## src/rtl/ddo_pkg.sv

```systemverilog
// Shared types, angle constants and CORDIC arctangent table for the odometry block.
// No dependencies; used by ddo_cordic and differential_drive_odometry_top.
package ddo_pkg;

  localparam int TRIG_W = 34;
  localparam int CORDIC_STEPS = 30;

  localparam logic signed [TRIG_W-1:0] PI_Q = 34'sd843314857;
  localparam logic signed [TRIG_W-1:0] TWO_PI_Q = 34'sd1686629714;
  localparam logic signed [TRIG_W-1:0] HALF_PI_Q = 34'sd421657428;
  localparam logic signed [TRIG_W-1:0] CORDIC_GAIN = 34'sh026DD3B6A;

  typedef enum logic [4:0] {
    ST_IDLE, ST_MAG, ST_DL_LO, ST_DL_HI, ST_DR_LO, ST_DR_HI, ST_DR_END,
    ST_DECIDE, ST_ABS, ST_DIV_H, ST_WRAP, ST_RP_LO, ST_RP_HI, ST_RP_ADD,
    ST_DIV_R, ST_COR0_GO, ST_COR0_WAIT, ST_COR1_GO, ST_COR1_WAIT, ST_BUILD,
    ST_MX_LO, ST_MX_HI, ST_MY_LO, ST_MY_HI, ST_MY_END, ST_POS, ST_EMIT
  } ddo_state_t;

  typedef struct packed {
    logic signed [TRIG_W-1:0] cos_val;
    logic signed [TRIG_W-1:0] sin_val;
  } ddo_trig_t;

  function automatic logic signed [TRIG_W-1:0] atan_q30(input logic [4:0] idx);
    logic signed [TRIG_W-1:0] v;
    case (idx)
      5'd0: v = 34'sh03243F6A8;
      5'd1: v = 34'sh01DAC6705;
      5'd2: v = 34'sh00FADBAFC;
      5'd3: v = 34'sh007F56EA6;
      5'd4: v = 34'sh003FEAB76;
      5'd5: v = 34'sh001FFD55B;
      5'd6: v = 34'sh000FFFAAA;
      5'd7: v = 34'sh0007FFF55;
      5'd8: v = 34'sh0003FFFEA;
      5'd9: v = 34'sh0001FFFFD;
      5'd10: v = 34'sh0000FFFFF;
      5'd11: v = 34'sh00007FFFF;
      5'd12: v = 34'sh00003FFFF;
      5'd13: v = 34'sh00001FFFF;
      5'd14: v = 34'sh00000FFFF;
      5'd15: v = 34'sh000007FFF;
      5'd16: v = 34'sh000003FFF;
      5'd17: v = 34'sh000001FFF;
      5'd18: v = 34'sh000000FFF;
      5'd19: v = 34'sh0000007FF;
      5'd20: v = 34'sh0000003FF;
      5'd21: v = 34'sh0000001FF;
      5'd22: v = 34'sh0000000FF;
      5'd23: v = 34'sh00000007F;
      5'd24: v = 34'sh00000003F;
      5'd25: v = 34'sh00000001F;
      5'd26: v = 34'sh00000000F;
      5'd27: v = 34'sh000000008;
      5'd28: v = 34'sh000000004;
      5'd29: v = 34'sh000000002;
      default: v = '0;
    endcase
    return v;
  endfunction

endpackage

```

## src/rtl/ddo_cordic.sv

```systemverilog
// Iterative rotation-mode CORDIC: one micro-rotation per cycle, Q2.30 sine and cosine.
// Depends on ddo_pkg for the arctangent table, gain and angle constants.
module ddo_cordic (
  input  logic                 clk,
  input  logic                 rst,
  input  logic                 start,
  input  logic signed [31:0]   angle,
  output logic                 done,
  output ddo_pkg::ddo_trig_t   trig
);

  localparam logic [4:0] LAST_STEP = 5'(ddo_pkg::CORDIC_STEPS - 1);

  logic signed [ddo_pkg::TRIG_W-1:0] x, y, z, xs, ys, a_ext, a_red, ang;
  logic [4:0] step;
  logic busy, flip, flip_next;

  always_comb begin
    a_ext = ddo_pkg::TRIG_W'(angle);
    flip_next = 1'b0;
    a_red = a_ext;
    if (a_ext > ddo_pkg::HALF_PI_Q) begin
      a_red = a_ext - ddo_pkg::PI_Q;
      flip_next = 1'b1;
    end else if (a_ext < -ddo_pkg::HALF_PI_Q) begin
      a_red = a_ext + ddo_pkg::PI_Q;
      flip_next = 1'b1;
    end
    xs = x >>> step;
    ys = y >>> step;
    ang = ddo_pkg::atan_q30(step);
  end

  always_ff @(posedge clk) begin
    if (rst) begin
      busy <= 1'b0;
      done <= 1'b0;
    end else begin
      done <= 1'b0;
      if (start) begin
        busy <= 1'b1;
      end else if (busy && step == LAST_STEP) begin
        busy <= 1'b0;
        done <= 1'b1;
      end
    end
  end

  always_ff @(posedge clk) begin
    if (start) begin
      x <= ddo_pkg::CORDIC_GAIN;
      y <= '0;
      z <= a_red <<< 2;
      step <= '0;
      flip <= flip_next;
    end else if (busy) begin
      if (z >= 0) begin
        x <= x - ys;
        y <= y + xs;
        z <= z - ang;
      end else begin
        x <= x + ys;
        y <= y - xs;
        z <= z + ang;
      end
      step <= step + 5'd1;
    end
  end

  assign trig.cos_val = flip ? -x : x;
  assign trig.sin_val = flip ? -y : y;

endmodule

```

## config.mk

```make
export PLATFORM = sky130hd
export DESIGN_NAME = ddo_cordic
export DESIGN_NICKNAME = d
export VERILOG_FILES = /design/src/rtl/ddo_pkg.sv /design/src/rtl/ddo_cordic.sv
export SDC_FILE = /design/constraint.sdc
export NUM_CORES = 1
export LEC_CHECK = 0
export BUFFER_PORTS_ARGS = -buffer_cell sky130_fd_sc_hd__buf_2
export CORE_MARGIN = 5
export CORE_UTILIZATION = 50
export DETAILED_ROUTE_END_ITERATION = 10
export GPL_TIMING_DRIVEN = 0
export PLACE_DENSITY_LB_ADDON = 0.15
export SLEW_MARGIN = 0
export SYNTH_ARGS = -nofsm -noshare
export SYNTH_HDL_FRONTEND = slang
export SYNTH_SLANG_ARGS = --single-unit
```

## constraint.sdc

```tcl
create_clock -name clk -period 5.6 [get_ports clk]
set_input_delay 0.56 -clock clk [delete_from_list [all_inputs] [get_ports clk]]
set_output_delay 0.56 -clock clk [all_outputs]
set_load 0.01 [all_outputs]
```

==> metrics.yaml <==
status: "finished, violations left"
violations: "capacitance limit, slew limit, setup timing"
hold_ws_ps: 272
fmax_mhz: 160
grt_pass1_vias: 21396
netlist_area_sq_mm: 0.0196
required_ps: 5940
synth_seq_cells: 140
wl_per_cell_um: 30.0
vias: 23121
seq_power_share_pct: 10.9
power_mw: 15.2
via_per_inst: 7.01
yosys-top-cells-count: "nand2_1 (274), o21ai_0 (200), nor2_1 (197)"
critPathMaxStageDelay_ps: 470
fillers: 3182
worst_pin_slew_ps: 1510
root_buffer: "clkbuf_16"
holdBufCountCts: 0
drive_gt1_share_pct: 24.8
p_sw_mw: 8.07
initial_core_util_pct: 50.6
share_comb_of_total_power_pct: 80.8
dieArea_sq_mm: 0.0432
routed_wl_mm: 98.8
drv_cap: 1
clk_latency_ps: 500
grt_max_degree: 25
finalSetupTns_ps: -4770
die_h_um: 208
slowest_stage: "or3_4"
timing.final.ws_setup_ps: -657
synth_area_leaders: "dfxtp_1 (11%), mux4_2 (9.1%), xnor2_1 (7.5%), ha_1 (7.4%), nand2_1 (5.3%)"
async_reset_ff_share_pct: 0
syn_avg_cell_area_sq_um: 7.84
portBuffers: 90
finalMaxSlewViolations: 11
core_sq_mm: 0.0386
nets: 2920
yosysMostFrequentCell: "nand2_1"
end_kind: "register"
drcViolationCount: 0
yosysWarnings: 0
place_hpwl_mm: 71.7
path_class: "reg -> reg"
dr.pass1.iters: 7
synth_top_cell_by_area: "dfxtp_1"
num_antenna_cells: 0
synthFlopType: "dfxtp_1"
ys_seq_area_share_pct: 16.0
grtUsageTotal_pct: 42.1
period_needed_ps: 6260
grt_pass1_wl_mm: 138
ios: 104
numCtsBuffers: 17
synth.distinct_cells: 94
power_report.internal_total_mw: 7.11
p_leak_nw: 9.55
htreeDepth: 4
hold_violations: 0
die_w_um: 208
hold_path.class: "in -> reg"
path_clk_slew_ps: 80
clk_path_buf_depth: 2
critPathMaxFanout: 7
first_iter_violations: 3363
power_density_mw_per_mm2: 625
area_delta_synth_final_pct: 24.2
startpoint_type: "register"
rows: 72
cts_tree: "done"
rsz0062_at_grt: "true"
synth_nets: 2649
place_congestion: 1.08
syn-instance-count: 2495
setup_viol: 23
clkPwrFrac_pct: 8.3
antenna_found_initial: 1
multiInputGateArea_sq_mm: 0.0165
drtAntennaViolNets: 0
regArea_sq_mm: 0.00314
synth_top_cell_area_share_pct: 11.0
skew_ps: 15.4
synth_edf_count: 33
swShare_pct: 53.2
grt_overflow: 0
ir_drop_v: 0.000330
fin_crit_sh_pct: 112
critical_path_arrival_ps: 6600
clock_sinks: 140
slew_headroom_pct: -0.920
[worst max-delay path, delay by kind of cell (launching register included)]
family	cells	cell delay [ps]
flip-flops	1	360
adder cells (fa/ha/maj)	1	370
buffers and inverters	5	720
XOR/XNOR	2	480
multiplexers	1	420
AND/OR/NAND/NOR	11	2070
AO/OA/AOI/OAI	8	1670
[cell families after synthesis]
kind of cell | count (synthesis) | share of synthesized area [%]
AO/OA/AOI/OAI | 744 | 25.0
buffers and inverters | 262 | 5.75
AND/OR/NAND/NOR | 788 | 19.1
XOR/XNOR | 265 | 11.9
adder cells (fa/ha/maj) | 119 | 7.73
multiplexers | 177 | 14.5
flip-flops | 140 | 16.0
[through the flow]
stage	instances	utilization, %	cell area, sq um	worst slack, ps
6_report	3297	62.9	24300	-657
5_1_grt	3297	62.9	24300	-746
4_1_cts	3231	59.6	23000	-266
3_5_place_dp	3104	53.5	20700	-1800
3_3_place_gp	3103	53.5	20700	-1810
2_1_floorplan	2495	-	19600	63.3
[sequential cells by signal, indices dropped and copies added, names as in the netlist]
signal,cells
ang,30
busy,1
done,1
flip,1
step,5
x,34
y,34
z,34
[cells in the final DEF (no fill, tap or decap), drive strengths merged, types with 21 or more instances in the layout]
| cell | instances |
|---|---|
| a21oi | 150 |
| inv | 72 |
| nor2 | 198 |
| mux2 | 21 |
| dfxtp | 107 |
| edfxtp | 33 |
| o31ai | 34 |
| buf | 308 |
| clkbuf | 155 |
| mux4 | 79 |
| mux2i | 77 |
| xnor2 | 167 |
| a211oi | 38 |
| nand2 | 274 |
| and3 | 24 |
| xor2 | 98 |
| nand2b | 36 |
| ha | 116 |
| or3 | 23 |
| a21o | 38 |
| nor3 | 45 |
| nand3 | 48 |
| a31oi | 23 |
| o21a | 21 |
| o21ai | 214 |
| nor2b | 22 |
| o22ai | 39 |
[final cells by class]
cell class                      count  share of cell area [%]
Buffer                            191                    4.93
Clock buffer                       17                    1.75
Clock inverter                     15                   0.788
Inverter                           68                    1.09
Multi-Input combinational cell   2093                    68.0
Sequential cell                   140                    12.9
Tap cell                          518                    2.67
Timing Repair Buffer              255                    7.83
[power groups by stage]
stage | Sequential, mW | Clock (mW) | Combinational [mW]
floorplan | 1.51 | 0 | 7.15
global placement | 1.63 | 0 | 9.46
detailed placement | 1.64 | 0 | 9.70
CTS | 1.62 | 1.25 | 10.7
global route | 1.67 | 1.30 | 12.9
finish | 1.65 | 1.26 | 12.3
[worst paths after layout]
path	startpoint	to	slack [ps]	depth (start not counted)
worst max-delay path	step[1]	x[33]	-660	28
worst min-delay path	rst	busy	270	2
worst max register to register	step[1]	x[33]	-660	28
worst min register to register	z[0]	z[0]	490	2
[timing repair]
item                       CTS  global route
gates cloned                 2             2
resized for setup          235           193
setup endpoints to repair   50            36
pin swaps                   69            83
buffers inserted            95            65
[layer usage]
layer / vias up / GRT usage, % / wire length, um
li1: 9779 / - / -
met1: 11094 / 49.3 / 34100
met2: 1757 / 67.5 / 43800
met3: 491 / 10.8 / 11300
met4: 0 / 29.5 / 9620
met5: - / 0 / 0
Power figures use the tool's default switching activity.
